## config.mk

```make
export PLATFORM = sky130hd
export DESIGN_NAME = lcs_cell
export DESIGN_NICKNAME = d
export VERILOG_FILES = /design/src/rtl/lcs_pkg.sv /design/src/rtl/lcs_cell.sv
export SDC_FILE = /design/constraint.sdc
export NUM_CORES = 1
export LEC_CHECK = 0
export BUFFER_PORTS_ARGS = -buffer_cell sky130_fd_sc_hd__buf_2
export CORE_UTILIZATION = 40
export CTS_BUF_LIST = sky130_fd_sc_hd__clkbuf_8
export DETAILED_ROUTE_END_ITERATION = 10
export GPL_TIMING_DRIVEN = 0
export HOLD_SLACK_MARGIN = 0.1
export PLACE_DENSITY = 0.72
export SLEW_MARGIN = 5
export SYNTH_ARGS = -nofsm -noshare
export SYNTH_HDL_FRONTEND = slang
export SYNTH_SLANG_ARGS = --single-unit
```

## constraint.sdc

```tcl
create_clock -name clk -period 3.9 [get_ports clk]
set_input_delay 0.78 -clock clk [delete_from_list [all_inputs] [get_ports clk]]
set_output_delay 0.78 -clock clk [all_outputs]
set_load 0.02 [all_outputs]
```

## src/rtl/lcs_pkg.sv

```systemverilog
// Shared constants, codes and inter-cell types for the longest common substring unit.
package lcs_pkg;

  localparam int MAX_LEN   = 4096;
  localparam int ADDR_W    = $clog2(MAX_LEN);
  localparam int CNT_W     = $clog2(MAX_LEN + 1);
  localparam int RUN_W     = CNT_W;
  localparam int CHAR_W    = 8;
  localparam int LEN_W     = 13;
  localparam int LEN_CAP   = (1 << LEN_W) - 1;
  localparam int REQ_W     = 2;
  localparam int NUM_CELLS = 16;
  localparam int LD_W      = $clog2(NUM_CELLS);

  localparam logic [REQ_W-1:0] REQ_FIRST  = 2'd0;
  localparam logic [REQ_W-1:0] REQ_SECOND = 2'd1;
  localparam logic [REQ_W-1:0] REQ_FINISH = 2'd2;

  typedef enum logic [2:0] {
    ST_IDLE,
    ST_LOAD,
    ST_STREAM,
    ST_DRAIN,
    ST_DONE
  } lcs_state_t;

  // One row of the first string moving down the chain.
  typedef struct packed {
    logic              valid;
    logic [CHAR_W-1:0] chr;
    logic [RUN_W-1:0]  diag;
    logic [RUN_W-1:0]  best;
  } cell_fwd_t;

  // Column character shifted into the chain before a block of rows.
  typedef struct packed {
    logic [CHAR_W-1:0] chr;
    logic              col_valid;
  } cell_load_t;

endpackage

```

## src/rtl/lcs_cell.sv

```systemverilog
// One column cell of the match-run chain: holds a second-string character and its run.
module lcs_cell (
  input  logic               clk,
  input  logic               rst,
  input  logic               load_en,
  input  lcs_pkg::cell_load_t load_in,
  output lcs_pkg::cell_load_t load_out,
  input  lcs_pkg::cell_fwd_t fwd_in,
  output lcs_pkg::cell_fwd_t fwd_out
);

  lcs_pkg::cell_load_t               held;
  logic [lcs_pkg::RUN_W-1:0]         run;
  logic [lcs_pkg::RUN_W-1:0]         run_next;
  logic [lcs_pkg::RUN_W-1:0]         best_next;
  logic                              out_valid;
  logic [lcs_pkg::CHAR_W-1:0]        out_chr;
  logic [lcs_pkg::RUN_W-1:0]         out_diag;
  logic [lcs_pkg::RUN_W-1:0]         out_best;

  always_comb begin
    if (held.col_valid && (fwd_in.chr == held.chr)) begin
      run_next = fwd_in.diag + lcs_pkg::RUN_W'(1);
    end else begin
      run_next = '0;
    end
    best_next = (run_next > fwd_in.best) ? run_next : fwd_in.best;
  end

  always_ff @(posedge clk) begin
    if (rst) begin
      out_valid <= 1'b0;
    end else begin
      out_valid <= fwd_in.valid;
    end
  end

  // Load clears the run so the block starts from an all-zero row.
  always_ff @(posedge clk) begin
    if (load_en) begin
      held <= load_in;
      run  <= '0;
    end else if (fwd_in.valid) begin
      run      <= run_next;
      out_chr  <= fwd_in.chr;
      out_diag <= run;
      out_best <= best_next;
    end
  end

  assign load_out = held;
  assign fwd_out  = '{valid: out_valid, chr: out_chr, diag: out_diag, best: out_best};

endmodule

```

==> metrics <==
Max H-tree Level=3; aggregate global routing overflow=0; dpl cells=395; Root Buffer=clkbuf_8; ant diodes=0; Critical Path Most Common Cell=buf_6; Fmax=286 MHz; share of cells above drive strength 1=44.8%; Critical Path Fanout Max=10; post-synthesis sequential area ratio=56.0%; vias in the first global route=1921; synth warn=0; initial antenna violation count=0; Worst-Margin Slew=750 ps; maxcap violations=0; FF+latch count, synth=57; Final TNS setup=0 ps; Placer Congestion=0.795; WS Path Type=input pin to flop; Netlist cell types=35; GR Util All Layers=16.9%; R2R setup slack=520 ps; FF-to-FF End=out_best[3]$_DFFE_PP_; row count=30; mapped cell area=2800 sq um; Mapped Cells=209; status=finished clean; DR WL/cell=14.5 um; Initial Utilization=41.3%; total wire length=5970 um; DR pass1 iterations=4; Via density=4.83; CP cell instances=buf_2 -> xor2_1 -> nor4_2 -> nand4_2 -> buf_6 -> nor2_2 -> ha_1 -> and3_4 -> o21ai_2 -> a311oi_2 -> o31ai_2 -> buf_6 -> mux2_4; Net Count, Synth=270; Leak Pwr=1.53 nW; hold_buf cts=0; Final period util=89.7%; clk_skew=5.35 ps; Via Count=1985; VDD IR max=178 uV; Worst setup startpoint=fwd_in[27]; die area=7350 sq um; CTS tree=done; slowest CP cell=o31ai_2; Crit. End Element=flop; Power Density=388 nW/um^2; postcts setup bufs=0; I/O pin count=91; Slew HR=49.9%; I/O Buffers=90; Area Growth Syn to Fin=27.3%; utilization after layout=52.5%; Final Max Slew Viols=0; Critical Path AT=3590 ps; drt drc=0; CTS clk-pin slew, worst paths=70 ps; CTS Sinks=57; Routed Antenna Nets=0; Core ar.=6790 sq um; largest net degree at the start of global routing=35; Final #Nets=371; post_cts resized=0; worst hold path type=flop to flop; hpwl dp=4480 um; die width=85.7 um; Slowest Stage Delay on Critical Path=380 ps; Setup crit end=out_best[3]$_DFFE_PP_; type of origin of the critical path=input pin; CTS Buf Count=9; setup repair after global routing missed its margin=false; Mapped Avg Cell Area=13.4 sq um; clk buf depth=2; first-pass GRT wire length=9170 um; initial DRC count=66; Tmin final=3500 ps; Req. time, crit path=3990 ps; Setup violations, final=0; worst-case reg-to-reg path depth=12; Clk Latency, worst-skew pair=330 ps; Final Non-Filler Cells=411; DIE HEIGHT=85.7 um; reg2reg start=load_out[2]$_DFFE_PP_; final hold vios=0
cell families after synthesis:
logic type / count (synthesis) / share of synthesized area [%]
simple gates: 60 / 12.3
flops: 57 / 56.0
buf+inv: 24 / 4.15
compound gates: 22 / 8.92
xor+xnor: 19 / 5.93
fa+ha+maj: 14 / 6.25
mux: 13 / 6.38
synthesized netlist by cell type:
library cell / n / share of area, %
mux2_4: 9 / 4.8
o22ai_1: 1 / 0.22
a21oi_1: 4 / 0.71
nor4_1: 1 / 0.22
nor4_2: 1 / 0.45
and3_4: 1 / 0.40
xnor2_1: 10 / 3.1
nand2_1: 4 / 0.54
nor2_1: 10 / 1.3
xor2_1: 9 / 2.8
inv_1: 17 / 2.3
edfxtp_1: 43 / 46
or2_1: 1 / 0.22
nand2b_1: 14 / 3.1
nor2_2: 6 / 1.3
ha_1: 14 / 6.2
nor3_1: 6 / 1.1
nand4_1: 5 / 1.1
mux2_1: 3 / 1.2
clkbuf_1: 2 / 0.27
nand3_1: 7 / 1.2
o32ai_2: 9 / 5.2
a311oi_2: 1 / 0.54
mux2i_1: 1 / 0.36
dfxtp_1: 14 / 10
buf_4: 1 / 0.27
nand3_2: 1 / 0.36
o32ai_1: 3 / 0.94
o31ai_2: 1 / 0.45
nor2b_1: 2 / 0.45
a21o_1: 2 / 0.54
o21ai_2: 1 / 0.31
buf_1: 1 / 0.13
nand4_2: 1 / 0.45
buf_6: 3 / 1.2
flip-flops by register name, indices dropped and copies added, names as in the netlist:
name,cells
out_chr,8
out_valid,1
out_best,13
load_out,9
run,13
out_diag,13
through the flow:
step	cell area, sq um	total power [mW]	worst slack (ps)	hold WS [ps]
after CTS	3570	1.40	387	435
after global placement	3370	0.852	36.5	413
final	3570	1.38	400	431
after global routing	3570	1.45	250	443
after floorplan	2800	0.787	460	409
after detailed placement	3370	0.856	38.3	418
per-layer routing:
| layer | vias to the layer above | GRT usage (%) | wire [um] |
|---|---|---|---|
| li1 | 965 | - | - |
| met1 | 935 | 20.7 | 2660 |
| met2 | 72 | 27.9 | 2860 |
| met3 | 13 | 3.46 | 301 |
| met4 | 0 | 9.39 | 151 |
| met5 | - | 0 | 0 |
power breakdown:
part           internal [mW]  switching [mW]  leakage (nW)
logic                 0.0609          0.0962         0.899
clock network          0.308           0.234         0.103
registers              0.677         0.00758         0.529
cells in the final DEF, fill, tap and decap left out, types with 2 or more instances in the layout:
| master | instances |
|---|---|
| buf_2 | 90 |
| edfxtp_1 | 43 |
| inv_1 | 16 |
| nand2b_1 | 14 |
| ha_1 | 14 |
| dfxtp_1 | 14 |
| xnor2_1 | 10 |
| nor2_1 | 10 |
| clkbuf_8 | 10 |
| xor2_1 | 9 |
| mux2_4 | 9 |
| o32ai_2 | 9 |
| nand3_1 | 7 |
| nor3_1 | 6 |
| nor2_2 | 6 |
| nand4_1 | 5 |
| nand2_1 | 4 |
| a21oi_1 | 4 |
| buf_6 | 3 |
| mux2_1 | 3 |
| o32ai_1 | 3 |
| clkinv_2 | 3 |
| a21o_1 | 2 |
| nor2b_1 | 2 |
| clkbuf_1 | 2 |
worst min-delay path by stage:
stage	from	to	slack, ps	cells after the start
global placement	run[3]$_SDFFE_PP0P_	out_diag[3]$_DFFE_PP_	410	0
global route	run[9]$_SDFFE_PP0P_	out_diag[9]$_DFFE_PP_	440	0
floorplan	run[0]$_SDFFE_PP0P_	out_diag[0]$_DFFE_PP_	410	0
detailed placement	run[1]$_SDFFE_PP0P_	out_diag[1]$_DFFE_PP_	420	0
CTS	run[1]$_SDFFE_PP0P_	out_diag[1]$_DFFE_PP_	430	0
finish	run[1]$_SDFFE_PP0P_	out_diag[1]$_DFFE_PP_	430	0
critical path: cells and delay by family:
family,cells,cell delay (ps)
simple gates,4,920
fa+ha+maj,1,270
compound gates,3,570
xor+xnor,1,150
mux,1,320
buf+inv,3,580
layout make-up:
class                   instances  area, sq um
repair buffers                 90          450
flip-flops and latches         57         1570
inverters                      17         63.8
clock inverters                 6         57.6
well taps                      96          120
multi-input cells             128         1120
plain buffers                   7         52.6
fillers                       625         3220
clock buffers                  10          138
No activity file was read; power rests on OpenSTA's default activity.
